**config.mk**
```make
export PLATFORM = sky130hd
export DESIGN_NAME = nearest_name_osa_distance_flat
export DESIGN_NICKNAME = d
export VERILOG_FILES = /design/src/rtl/core/nnod_pkg.sv /design/src/rtl/core/nnod_if.sv /design/src/rtl/core/nearest_name_osa_distance.sv /design/src/rtl/core/nnod_ram.sv /design/src/rtl/core/nnod_cell.sv /design/src/flat_wrapper.sv
export SDC_FILE = /design/constraint.sdc
export NUM_CORES = 2
export LEC_CHECK = 0
export ABC_CLOCK_PERIOD_IN_PS = 17800
export BUFFER_PORTS_ARGS = -buffer_cell sky130_fd_sc_hd__buf_2
export CORE_MARGIN = 4
export CORE_UTILIZATION = 53
export CTS_CLUSTER_DIAMETER = 40
export DETAILED_ROUTE_END_ITERATION = 7
export PLACE_DENSITY = 0.76
export REMOVE_ABC_BUFFERS = 1
export SYNTH_ARGS = -nofsm -noshare
export SYNTH_HDL_FRONTEND = slang
export SYNTH_HIERARCHICAL = 1
export SYNTH_SLANG_ARGS = --single-unit
```
**constraint.sdc**
```tcl
create_clock -name clk -period 17.8 [get_ports clk]
set_clock_uncertainty 0.15 [all_clocks]
set_input_delay 1.78 -clock clk [delete_from_list [all_inputs] [get_ports clk]]
set_output_delay 1.78 -clock clk [all_outputs]
set_load 0.02 [all_outputs]
```
**src/rtl/core/nnod_pkg.sv**
```systemverilog
// Shared constants, codes and helpers for the nearest-name suggester.
package nnod_pkg;

  localparam int MAX_NAME_DEF = 32;

  localparam int ACTION_W = 3;
  localparam int CH_W     = 8;
  localparam int ID_W     = 6;
  localparam int DIST_W   = 6;
  localparam int CFG_W    = 6;
  localparam int CFG_IDX_W = 2;
  localparam int FULL_W   = 8;
  localparam int BEST_W   = 7;

  localparam logic [BEST_W-1:0] NO_BEST = 7'd99;
  localparam logic [FULL_W-1:0] FULL_MAX = 8'd255;

  // action codes
  localparam logic [ACTION_W-1:0] ACT_START    = 3'd0;
  localparam logic [ACTION_W-1:0] ACT_TOK_CHAR = 3'd1;
  localparam logic [ACTION_W-1:0] ACT_CND_CHAR = 3'd2;
  localparam logic [ACTION_W-1:0] ACT_CND_END  = 3'd3;
  localparam logic [ACTION_W-1:0] ACT_FINISH   = 3'd4;

  // configuration register indexes
  localparam logic [CFG_IDX_W-1:0] CFG_SHORT_LEN  = 2'd0;
  localparam logic [CFG_IDX_W-1:0] CFG_SHORT_DIST = 2'd1;
  localparam logic [CFG_IDX_W-1:0] CFG_LONG_DIST  = 2'd2;

  localparam logic [CFG_W-1:0] SHORT_LEN_RST  = 6'd4;
  localparam logic [CFG_W-1:0] SHORT_DIST_RST = 6'd1;
  localparam logic [CFG_W-1:0] LONG_DIST_RST  = 6'd2;

  // result kinds
  localparam logic KIND_CAND  = 1'b0;
  localparam logic KIND_FINAL = 1'b1;

  // ASCII upper case folds to lower case, everything else passes
  function automatic logic [CH_W-1:0] fold_char(input logic [CH_W-1:0] c);
    logic [CH_W-1:0] r;
    r = c;
    if (c >= 8'h41 && c <= 8'h5A) begin
      r = c + 8'h20;
    end
    return r;
  endfunction

endpackage

```
**src/rtl/core/nnod_if.sv**
```systemverilog
// Query and result channel interfaces.
interface nnod_query_if;
  import nnod_pkg::*;
  logic                valid;
  logic                ready;
  logic [ACTION_W-1:0] action;
  logic [CH_W-1:0]     ch;
  logic [ID_W-1:0]     cand_id;

  modport source (output valid, action, ch, cand_id, input ready);
  modport sink   (input valid, action, ch, cand_id, output ready);
endinterface

interface nnod_result_if;
  import nnod_pkg::*;
  logic              valid;
  logic              ready;
  logic              result_kind;
  logic [DIST_W-1:0] distance;
  logic              found;
  logic [ID_W-1:0]   best_id;

  modport source (output valid, result_kind, distance, found, best_id, input ready);
  modport sink   (input valid, result_kind, distance, found, best_id, output ready);
endinterface

```
**src/rtl/core/nearest_name_osa_distance.sv**
```systemverilog
// Nearest-name suggester top level: token store, OSA column walker, best tracking.
// Start, token char and finish are handled in idle; a candidate end reads the column memory
//   (one column memory read) and loads its result from S_END; a candidate char walks the stored token.
// Throughput: one cell per cycle through the single shared cell unit, so a candidate
//   char ties the block up while its column is walked; no new query is taken until idle.
// Reset: synchronous, active high; clears control and query state, no memory clearing pass.
module nearest_name_osa_distance #(
  parameter int MAX_NAME = nnod_pkg::MAX_NAME_DEF
) (
  input  logic                            clk,
  input  logic                            rst,
  nnod_query_if.sink                      query,
  nnod_result_if.source                   result,
  input  logic                            cfg_we,
  input  logic [nnod_pkg::CFG_IDX_W-1:0]  cfg_index,
  input  logic [nnod_pkg::CFG_W-1:0]      cfg_data
);
  import nnod_pkg::*;

  // cell values and column indexes span 0..MAX_NAME
  localparam int CW  = $clog2(MAX_NAME + 1);
  localparam int TAW = $clog2(MAX_NAME);
  localparam int NBANK = 3;

  localparam logic [1:0] S_IDLE = 2'd0;
  localparam logic [1:0] S_CALC = 2'd1;
  localparam logic [1:0] S_END  = 2'd2;

  localparam logic [CW-1:0] LEN_MAX = CW'(MAX_NAME);

  // configuration
  logic [CFG_W-1:0] short_len_limit, short_max_dist, long_max_dist;

  // query state
  logic [1:0]        state;
  logic [CW-1:0]     stored_len;
  logic [FULL_W-1:0] full_len;
  logic [CW-1:0]     cand_len;
  logic [CH_W-1:0]   last_ch;
  logic [CH_W-1:0]   cb;
  logic [ID_W-1:0]   end_id;
  logic [BEST_W-1:0] best_dist;
  logic [ID_W-1:0]   best_cand;
  logic              have_best;

  // column banks rotate roles: previous column, the one before it, and the one being built
  logic [1:0] prev_b, pp_b, free_b;

  // column walker: issue stage (memory addresses) and compute stage (cell unit)
  logic          iss_active;
  logic [CW-1:0] iss_i;
  logic          cmp_valid;
  logic [CW-1:0] cmp_i;
  logic [CW-1:0] left;      // col[i-1]
  logic [CW-1:0] diag;      // prev[i-1]
  logic [CH_W-1:0] tok_last; // token[i-2]

  // result register
  logic              res_valid;
  logic              res_kind;
  logic [DIST_W-1:0] res_dist;
  logic              res_found;
  logic [ID_W-1:0]   res_id;
  logic              res_load;   // a new result beat is loaded this cycle

  logic accept;
  logic [CH_W-1:0] ch_fold;
  assign query.ready = (state == S_IDLE) && (!res_valid || result.ready);
  assign accept  = query.valid && query.ready;
  assign ch_fold = fold_char(query.ch);
  assign res_load = (state == S_END) || (accept && (query.action == ACT_FINISH));

  // ---------------- token store ----------------
  logic            tok_we;
  logic [CH_W-1:0] tok_rd;

  assign tok_we = accept && (query.action == ACT_TOK_CHAR) && (stored_len < LEN_MAX);

  nnod_ram #(.W(CH_W), .DEPTH(MAX_NAME)) u_tok (
    .clk   (clk),
    .we    (tok_we),
    .waddr (stored_len[TAW-1:0]),
    .wdata (ch_fold),
    .raddr (TAW'(iss_i - 1'b1)),
    .rdata (tok_rd)
  );

  // ---------------- column banks ----------------
  logic [CW-1:0] prev_addr, pp_addr;
  logic [CW-1:0] bank_rd [NBANK];
  logic [CW-1:0] prev_rd, pp_rd;
  logic [CW-1:0] cell_val;

  // in idle the prev bank is pointed at the token end, for a candidate end read
  assign prev_addr = (state == S_CALC) ? iss_i : stored_len;
  assign pp_addr   = iss_i - CW'(2);

  for (genvar k = 0; k < NBANK; k++) begin : g_bank
    nnod_ram #(.W(CW), .DEPTH(MAX_NAME + 1)) u_col (
      .clk   (clk),
      .we    (cmp_valid && (free_b == 2'(k))),
      .waddr (cmp_i),
      .wdata (cell_val),
      .raddr ((prev_b == 2'(k)) ? prev_addr : pp_addr),
      .rdata (bank_rd[k])
    );
  end

  assign prev_rd = bank_rd[prev_b];
  assign pp_rd   = bank_rd[pp_b];

  // ---------------- cell unit operands ----------------
  // Columns not yet built read as the row index; cell 0 of any column is its column number.
  logic [CW-1:0] up_val, pp_val;
  logic          match, swap;

  always_comb begin
    up_val = (cand_len == '0) ? cmp_i : prev_rd;
    if (cmp_i == CW'(2)) begin
      pp_val = cand_len - 1'b1;
    end else if (cand_len == CW'(1)) begin
      pp_val = cmp_i - CW'(2);
    end else begin
      pp_val = pp_rd;
    end
    match = (tok_rd == cb);
    swap  = (cmp_i > CW'(1)) && (cand_len != '0) && (tok_rd == last_ch) && (tok_last == cb);
  end

  nnod_cell #(.CW(CW)) u_cell (
    .up       (up_val),
    .left     (left),
    .diag     (diag),
    .swap_src (pp_val),
    .match    (match),
    .swap     (swap),
    .val      (cell_val)
  );

  // ---------------- candidate end distance ----------------
  logic [CW-1:0]     end_d;
  logic [CFG_W-1:0]  thresh;
  logic              ok;

  always_comb begin
    if (stored_len == '0) begin
      end_d = cand_len;
    end else if (cand_len == '0) begin
      end_d = stored_len;
    end else begin
      end_d = prev_rd;
    end
    thresh = (full_len <= FULL_W'(short_len_limit)) ? short_max_dist : long_max_dist;
    ok = have_best && (full_len != '0) && (best_dist != '0) &&
         (best_dist <= BEST_W'(thresh));
  end

  // ---------------- configuration ----------------
  always_ff @(posedge clk) begin
    if (rst) begin
      short_len_limit <= SHORT_LEN_RST;
      short_max_dist  <= SHORT_DIST_RST;
      long_max_dist   <= LONG_DIST_RST;
    end else if (cfg_we) begin
      case (cfg_index)
        CFG_SHORT_LEN:  short_len_limit <= cfg_data;
        CFG_SHORT_DIST: short_max_dist  <= cfg_data;
        CFG_LONG_DIST:  long_max_dist   <= cfg_data;
        default: ;
      endcase
    end
  end

  // ---------------- sequencer ----------------
  always_ff @(posedge clk) begin
    if (rst) begin
      state      <= S_IDLE;
      stored_len <= '0;
      full_len   <= '0;
      cand_len   <= '0;
      last_ch    <= '0;
      best_dist  <= NO_BEST;
      best_cand  <= '0;
      have_best  <= 1'b0;
      prev_b     <= 2'd0;
      pp_b       <= 2'd1;
      free_b     <= 2'd2;
      iss_active <= 1'b0;
      cmp_valid  <= 1'b0;
      res_valid  <= 1'b0;
    end else begin
      if (result.valid && result.ready && !res_load) begin
        res_valid <= 1'b0;
      end

      case (state)
        S_IDLE: begin
          if (accept) begin
            case (query.action)
              ACT_START: begin
                stored_len <= '0;
                full_len   <= '0;
                cand_len   <= '0;
                last_ch    <= '0;
                best_dist  <= NO_BEST;
                best_cand  <= '0;
                have_best  <= 1'b0;
              end
              ACT_TOK_CHAR: begin
                if (stored_len < LEN_MAX) begin
                  stored_len <= stored_len + 1'b1;
                end
                if (full_len != FULL_MAX) begin
                  full_len <= full_len + 1'b1;
                end
                // any partial candidate restarts
                cand_len <= '0;
                last_ch  <= '0;
              end
              ACT_CND_CHAR: begin
                if (cand_len < LEN_MAX) begin
                  if (stored_len == '0) begin
                    cand_len <= cand_len + 1'b1;
                    last_ch  <= ch_fold;
                  end else begin
                    cb         <= ch_fold;
                    iss_active <= 1'b1;
                    iss_i      <= CW'(1);
                    left       <= cand_len + 1'b1;
                    diag       <= cand_len;
                    state      <= S_CALC;
                  end
                end
              end
              ACT_CND_END: begin
                end_id <= query.cand_id;
                state  <= S_END;
              end
              ACT_FINISH: begin
                res_valid <= 1'b1;
                res_kind  <= KIND_FINAL;
                res_dist  <= have_best ? best_dist[DIST_W-1:0] : '0;
                res_found <= ok;
                res_id    <= ok ? best_cand : '0;
              end
              default: ;
            endcase
          end
        end

        S_CALC: begin
          // issue stage; it has stopped by the time the last cell is computed
          cmp_valid <= iss_active;
          cmp_i     <= iss_i;
          if (iss_active) begin
            if (iss_i == stored_len) begin
              iss_active <= 1'b0;
            end else begin
              iss_i <= iss_i + 1'b1;
            end
          end
          // compute stage
          if (cmp_valid) begin
            left     <= cell_val;
            diag     <= up_val;
            tok_last <= tok_rd;
            if (cmp_i == stored_len) begin
              pp_b      <= prev_b;
              prev_b    <= free_b;
              free_b    <= pp_b;
              cand_len  <= cand_len + 1'b1;
              last_ch   <= cb;
              state     <= S_IDLE;
            end
          end
        end

        S_END: begin
          if (BEST_W'(end_d) < best_dist) begin
            best_dist <= BEST_W'(end_d);
            best_cand <= end_id;
            have_best <= 1'b1;
          end
          cand_len  <= '0;
          last_ch   <= '0;
          res_valid <= 1'b1;
          res_kind  <= KIND_CAND;
          res_dist  <= DIST_W'(end_d);
          res_found <= 1'b0;
          res_id    <= end_id;
          state     <= S_IDLE;
        end

        default: state <= S_IDLE;
      endcase
    end
  end

  assign result.valid       = res_valid;
  assign result.result_kind = res_kind;
  assign result.distance    = res_dist;
  assign result.found       = res_found;
  assign result.best_id     = res_id;

`ifndef NO_ASSERTIONS
  // column banks always hold three distinct roles
  a_bank_roles: assert property (@(posedge clk) disable iff (rst)
    (prev_b != pp_b) && (prev_b != free_b) && (pp_b != free_b))
    else $error("column bank roles collide");

  // the cell unit only runs while walking a column
  a_cmp_in_calc: assert property (@(posedge clk) disable iff (rst)
    cmp_valid |-> (state == S_CALC))
    else $error("cell compute outside column walk");

  // a suggestion is never an exact match
  a_found_nonzero: assert property (@(posedge clk) disable iff (rst)
    (result.valid && result.found) |-> (result.distance != '0))
    else $error("suggestion with zero distance");

  // candidate and token lengths never pass MAX_NAME
  a_cand_len: assert property (@(posedge clk) disable iff (rst)
    (cand_len <= LEN_MAX) && (stored_len <= LEN_MAX))
    else $error("length counter overflow");

  // a candidate end result follows its read cycle
  a_end_result: assert property (@(posedge clk) disable iff (rst)
    (state == S_END) |=> (res_valid && (res_kind == KIND_CAND)))
    else $error("candidate end result missing");
`endif

endmodule

```
**src/rtl/core/nnod_ram.sv**
```systemverilog
// Generic single-write, single-read RAM with registered read data.
module nnod_ram #(
  parameter int W     = 8,
  parameter int DEPTH = 32
) (
  input  logic                     clk,
  input  logic                     we,
  input  logic [$clog2(DEPTH)-1:0] waddr,
  input  logic [W-1:0]             wdata,
  input  logic [$clog2(DEPTH)-1:0] raddr,
  output logic [W-1:0]             rdata
);
  logic [W-1:0] mem [DEPTH];

  always_ff @(posedge clk) begin
    if (we) begin
      mem[waddr] <= wdata;
    end
    rdata <= mem[raddr];
  end
endmodule

```
**src/rtl/core/nnod_cell.sv**
```systemverilog
// One OSA cell: min of insert, delete, substitute and adjacent swap.
module nnod_cell #(
  parameter int CW = 6
) (
  input  logic [CW-1:0] up,
  input  logic [CW-1:0] left,
  input  logic [CW-1:0] diag,
  input  logic [CW-1:0] swap_src,
  input  logic          match,
  input  logic          swap,
  output logic [CW-1:0] val
);
  logic [CW:0] a, b, c, s, m1, m2;

  always_comb begin
    a  = {1'b0, up} + 1'b1;
    b  = {1'b0, left} + 1'b1;
    c  = {1'b0, diag} + {{CW{1'b0}}, ~match};
    s  = {1'b0, swap_src} + 1'b1;
    m1 = (a < b) ? a : b;
    m2 = (m1 < c) ? m1 : c;
    if (swap && s < m2) begin
      m2 = s;
    end
    val = m2[CW-1:0];
  end
endmodule
```
**src/flat_wrapper.sv**
```systemverilog
// flat-port wrapper written by rule: the top's interface ports become plain ports
module nearest_name_osa_distance_flat import nnod_pkg::*;
#(
  parameter int MAX_NAME = nnod_pkg::MAX_NAME_DEF
)
  (clk, rst, cfg_we, cfg_index, cfg_data, query_valid, query_action, query_ch, query_cand_id, query_ready, result_valid, result_result_kind, result_distance, result_found, result_best_id, result_ready);
  nnod_query_if query_i ();
  nnod_result_if result_i ();
  input  logic clk;
  input  logic rst;
  input  logic cfg_we;
  input  logic [nnod_pkg::CFG_IDX_W-1:0] cfg_index;
  input  logic [nnod_pkg::CFG_W-1:0] cfg_data;
  input wire logic [$bits(query_i.valid)-1:0] query_valid;
  input wire logic [$bits(query_i.action)-1:0] query_action;
  input wire logic [$bits(query_i.ch)-1:0] query_ch;
  input wire logic [$bits(query_i.cand_id)-1:0] query_cand_id;
  output wire logic [$bits(query_i.ready)-1:0] query_ready;
  output wire logic [$bits(result_i.valid)-1:0] result_valid;
  output wire logic [$bits(result_i.result_kind)-1:0] result_result_kind;
  output wire logic [$bits(result_i.distance)-1:0] result_distance;
  output wire logic [$bits(result_i.found)-1:0] result_found;
  output wire logic [$bits(result_i.best_id)-1:0] result_best_id;
  input wire logic [$bits(result_i.ready)-1:0] result_ready;
  assign query_i.valid = query_valid;
  assign query_i.action = query_action;
  assign query_i.ch = query_ch;
  assign query_i.cand_id = query_cand_id;
  assign query_ready = query_i.ready;
  assign result_valid = result_i.valid;
  assign result_result_kind = result_i.result_kind;
  assign result_distance = result_i.distance;
  assign result_found = result_i.found;
  assign result_best_id = result_i.best_id;
  assign result_i.ready = result_ready;
  nearest_name_osa_distance #(.MAX_NAME(MAX_NAME)) u_core (.clk(clk), .rst(rst), .query(query_i), .result(result_i), .cfg_we(cfg_we), .cfg_index(cfg_index), .cfg_data(cfg_data));
endmodule
```
==> summary.json <==
{
  "status": {"value": "finished clean"},
  "drc_errors_left": {"value": 0},
  "max_stage_delay": {"value": 0.87, "unit": "ns"},
  "residual_overflow_from_global_routing": {"value": 0},
  "number_of_setup_buffers_added_after_cts": {"value": 0},
  "cp_data_required_time": {"value": 17.96, "unit": "ns"},
  "die_h": {"value": 294.3, "unit": "µm"},
  "cts_tree": {"value": "done"},
  "max_slew.worst_pin.slew": {"value": 1.349, "unit": "ns"},
  "clock_tree.buffer_depth": {"value": 3},
  "largest_net_degree_at_the_start_of_global_routing": {"value": 101},
  "netlist-cell-type-count": {"value": 84},
  "critical_path_buf_inv_count": {"value": 2},
  "power-per-cell-area": {"value": 122.8, "unit": "nW/µm²"},
  "finalNetCount": {"value": 2908},
  "gp_congestion": {"value": 0.8842},
  "max_freq": {"value": 112.0, "unit": "MHz"},
  "detailroute.via_count": {"value": 24630},
  "clock_latency_on_the_worst_skew_pair": {"value": 0.70, "unit": "ns"},
  "relSlewSlack": {"value": 8.851, "unit": "%"},
  "layoutNonFillerInstCount": {"value": 3985},
  "dpl_cells": {"value": 3761},
  "layout-drive-gt1-share": {"value": 16.49, "unit": "%"},
  "synth_cells": {"value": 2757},
  "rsz_0062_raised_after_global_routing": {"value": "no"},
  "grt_antenna_before_repair": {"value": 1},
  "multiInputGateArea": {"value": 13170, "unit": "µm²"},
  "commonest_non_fill_non_tap_cell_in_the_layout": {"value": "sky130_fd_sc_hd__edfxtp_1"},
  "sequential_cell_area": {"value": 29270, "unit": "µm²"},
  "timing.reg2reg.setup_slack": {"value": 8.87, "unit": "ns"},
  "dpl.hpwl": {"value": 60.79, "unit": "mm"},
  "synth_seq_cells": {"value": 1007},
  "min-delay-path-class": {"value": "flip-flop to flip-flop"},
  "cts-htree-levels": {"value": 3},
  "critPathSlowestCell": {"value": "sky130_fd_sc_hd__nor2b_1"},
  "ir_drop": {"value": 0.09441, "unit": "mV"},
  "critPathLaunchType": {"value": "flip-flop"},
  "finalWirelength": {"value": 95.87, "unit": "mm"},
  "ys_seq_area_share": {"value": 67.38, "unit": "%"},
  "placement_rows": {"value": 104},
  "groute.usage.overall": {"value": 22.07, "unit": "%"},
  "initial_core_util": {"value": 53.67, "unit": "%"},
  "antenna_left": {"value": 0},
  "final.min_clock_period": {"value": 8.931, "unit": "ns"},
  "async_flop_share": {"value": 0, "unit": "%"},
  "critical-path-top-delay-family": {"value": "compound AO/OA/AOI/OAI gates"},
  "io_pins": {"value": 46},
  "synth_enable_flop_cells": {"value": 910},
  "post_cts_resized": {"value": 0},
  "timing.setup.tns": {"value": 0, "unit": "ns"},
  "cap_viol_max_count": {"value": 0},
  "drt_iter0_drc": {"value": 2386},
  "dieWidth": {"value": 294.3, "unit": "µm"},
  "postCtsHoldBufs": {"value": 0},
  "slew_viol_final": {"value": 0},
  "fp.dieArea": {"value": 86610, "unit": "µm²"},
  "timing.final.setup_violations": {"value": 0},
  "first_global_vias": {"value": 24740},
  "routedWlPerCell": {"value": 24.06, "unit": "µm"},
  "grt_first_pass_wirelength": {"value": 148.5, "unit": "mm"},
  "synth.avg_cell_area": {"value": 15.76, "unit": "µm²"},
  "endpoint_arrival_time_on_the_critical_path": {"value": 9.09, "unit": "ns"},
  "cts_made_buffers": {"value": 117},
  "timing.final.hold_violations": {"value": 0},
  "area_delta_synth_final": {"value": 12.13, "unit": "%"},
  "static_power_due_to_leakage": {"value": 16.34, "unit": "nW"},
  "setup.worst_path.class": {"value": "flip-flop to flip-flop"},
  "cts.sinks": {"value": 1007},
  "drt-vias-per-instance": {"value": 6.181},
  "cts.root.buffer_cell": {"value": "sky130_fd_sc_hd__clkbuf_16"},
  "most-common-layout-cells": {"value": "910 x sky130_fd_sc_hd__edfxtp_1, 348 x sky130_fd_sc_hd__mux2i_1, 233 x sky130_fd_sc_hd__nor2_1"},
  "clk_pin_slew": {"value": 0.05, "unit": "ns"},
  "drt_pass1_iterations": {"value": 6},
  "finalCritPeriodShare": {"value": 50.17, "unit": "%"},
  "numPortBuffers": {"value": 45},
  "yosys_warnings": {"value": 6},
  "critical_path.endpoint_type": {"value": "flip-flop"},
  "fp.coreArea": {"value": 80940, "unit": "µm²"},
  "maximum_fanout_along_the_worst_path": {"value": 100},
  "filler_cell_count": {"value": 5823},
  "synth_top_flop_cell": {"value": "sky130_fd_sc_hd__edfxtp_1"},
  "synth.cell_area": {"value": 43440, "unit": "µm²"}
}
cell usage after synthesis (8+ instances only):
library cell,n,area [µm²]
sky130_fd_sc_hd__dfxtp_1,97,1942
sky130_fd_sc_hd__edfxtp_1,910,27330
sky130_fd_sc_hd__a22o_1,51,446.7
sky130_fd_sc_hd__or3b_2,8,70.07
sky130_fd_sc_hd__inv_1,57,214.0
sky130_fd_sc_hd__o211ai_1,16,120.1
sky130_fd_sc_hd__xor2_1,35,306.5
sky130_fd_sc_hd__nand3b_1,20,150.1
sky130_fd_sc_hd__o21ai_0,31,155.2
sky130_fd_sc_hd__buf_1,16,60.06
sky130_fd_sc_hd__nor4_1,14,87.58
sky130_fd_sc_hd__buf_2,13,65.06
sky130_fd_sc_hd__clkbuf_1,50,187.7
sky130_fd_sc_hd__and2_1,8,50.05
sky130_fd_sc_hd__buf_12,9,180.2
sky130_fd_sc_hd__nor2_1,235,882.1
sky130_fd_sc_hd__nand3_1,49,245.2
sky130_fd_sc_hd__nand2_1,110,412.9
sky130_fd_sc_hd__mux2_2,18,202.7
sky130_fd_sc_hd__buf_4,27,202.7
sky130_fd_sc_hd__a221oi_2,31,465.5
sky130_fd_sc_hd__and3_1,10,62.56
sky130_fd_sc_hd__mux4_2,80,1802
sky130_fd_sc_hd__o41ai_2,18,292.8
sky130_fd_sc_hd__mux2i_1,355,3553
sky130_fd_sc_hd__a21oi_1,81,405.4
sky130_fd_sc_hd__nand4_1,13,81.33
sky130_fd_sc_hd__nand2b_1,10,62.56
sky130_fd_sc_hd__nor3_1,21,105.1
sky130_fd_sc_hd__o22ai_1,19,118.9
sky130_fd_sc_hd__xnor2_1,46,402.9
sky130_fd_sc_hd__a22oi_1,78,585.6
sky130_fd_sc_hd__buf_6,16,180.2
sky130_fd_sc_hd__a211oi_1,15,112.6
sky130_fd_sc_hd__ha_1,58,725.7
sky130_fd_sc_hd__nor2b_1,19,118.9
metal layers:
| metal | GRT usage [%] | wire [µm] | part of all wire (%) | up-vias |
|---|---|---|---|---|
| li1 | - | - | - | 10980 |
| met2 | 37.07 | 48060 | 50 | 1024 |
| met5 | 0 | 0 | 0 | - |
| met1 | 30.00 | 38710 | 40 | 12470 |
| met3 | 3.948 | 6880 | 7.2 | 162 |
| met4 | 6.070 | 2221 | 2.3 | 0 |
metrics by stage:
| stage | power [mW] | hold slack (ns) | utilization [%] | setup slack, ns | area, µm² |
|---|---|---|---|---|---|
| 2_1_floorplan | 3.314 | 0.2650 | - | 3.883 | 42520 |
| 3_3_place_gp | 3.464 | 0.2785 | 54.93 | 9.279 | 44460 |
| 3_5_place_dp | 3.492 | 0.2859 | 54.93 | 8.989 | 44460 |
| 4_1_cts | 6.019 | 0.2935 | 60.17 | 8.903 | 48700 |
| 5_1_grt | 6.181 | 0.3129 | 60.17 | 8.317 | 48700 |
| 6_report | 5.981 | 0.2950 | 60.18 | 8.869 | 48710 |
worst reg2reg max path, cell delays in order, from the launching register on:
cell and delay [ns]:
sky130_fd_sc_hd__dfxtp_1 0.60, sky130_fd_sc_hd__nor2b_1 0.87, sky130_fd_sc_hd__a2bb2oi_1 0.23, sky130_fd_sc_hd__a21oi_1 0.36, sky130_fd_sc_hd__ha_1 0.28, sky130_fd_sc_hd__xnor2_1 0.16, sky130_fd_sc_hd__inv_1 0.07, sky130_fd_sc_hd__ha_1 0.24
sky130_fd_sc_hd__a2111oi_4 0.43, sky130_fd_sc_hd__o21ai_2 0.14, sky130_fd_sc_hd__a21o_1 0.23, sky130_fd_sc_hd__a2111oi_0 0.43, sky130_fd_sc_hd__a21oi_1 0.16, sky130_fd_sc_hd__ha_1 0.24, sky130_fd_sc_hd__a21o_1 0.15, sky130_fd_sc_hd__a21o_1 0.18
sky130_fd_sc_hd__a21o_1 0.19, sky130_fd_sc_hd__nor2_1 0.25, sky130_fd_sc_hd__a41oi_4 0.12, sky130_fd_sc_hd__mux2i_1 0.40, sky130_fd_sc_hd__ha_1 0.32, sky130_fd_sc_hd__a211oi_1 0.22, sky130_fd_sc_hd__o21ai_0 0.13, sky130_fd_sc_hd__a21oi_2 0.12
sky130_fd_sc_hd__o31a_1 0.62, sky130_fd_sc_hd__mux2i_4 0.33, sky130_fd_sc_hd__buf_4 0.80
area by class of cell:
cell class,instances,area share (%)
diodes,2,0.01028
inverters,57,0.4444
repair buffers,79,0.9864
clock buffers,134,6.183
flip-flops and latches,1007,60.09
well taps,1060,2.723
multi-input cells,1558,27.03
clock inverters,88,2.530
where the power goes:
| part | switching (mW) | internal, mW | total (mW) |
|---|---|---|---|
| Clock | 0.988 | 1.55 | 2.53 |
| Sequential | 0.0236 | 2.77 | 2.80 |
| Combinational | 0.461 | 0.191 | 0.652 |
| Total | 1.47 | 4.51 | 5.98 |
flip-flops by register name, indices dropped and copies added (netlist names), 7 cells and up:
name,count
u_core/tok_last,8
u_core/last_ch,8
u_core/best_dist,7
u_core/u_tok/mem,256
u_core/u_tok/rdata,8
u_core/g_bank.u_col/mem,594
u_core/full_len,8
u_core/g_bank.u_col/rdata,18
u_core/cb,8
logic make-up (layout without fill, tap and decap cells):
kind of cell | after synthesis | count (layout) | synth area share (%)
AO/OA/AOI/OAI | 403 | 403 | 7.610
multiplexers | 456 | 456 | 12.89
adder cells (fa/ha/maj) | 58 | 58 | 1.671
flip-flops | 1007 | 1007 | 67.38
AND/OR/NAND/NOR | 559 | 559 | 6.167
XOR/XNOR | 82 | 82 | 1.671
buffers and inverters | 192 | 358 | 2.612
other | 0 | 2 | 0
path summary, 6_finish.rpt:
check,startpoint,endpoint,cells past startpoint
max,u_core/prev_b[1],u_core/g_bank[0].u_col/mem[14][3],26
max reg2reg,u_core/prev_b[1],u_core/g_bank[0].u_col/mem[14][3],26
min,u_core/have_best,u_core/have_best,2
min reg2reg,u_core/have_best,u_core/have_best,2
(Power assumes the default switching activity.)
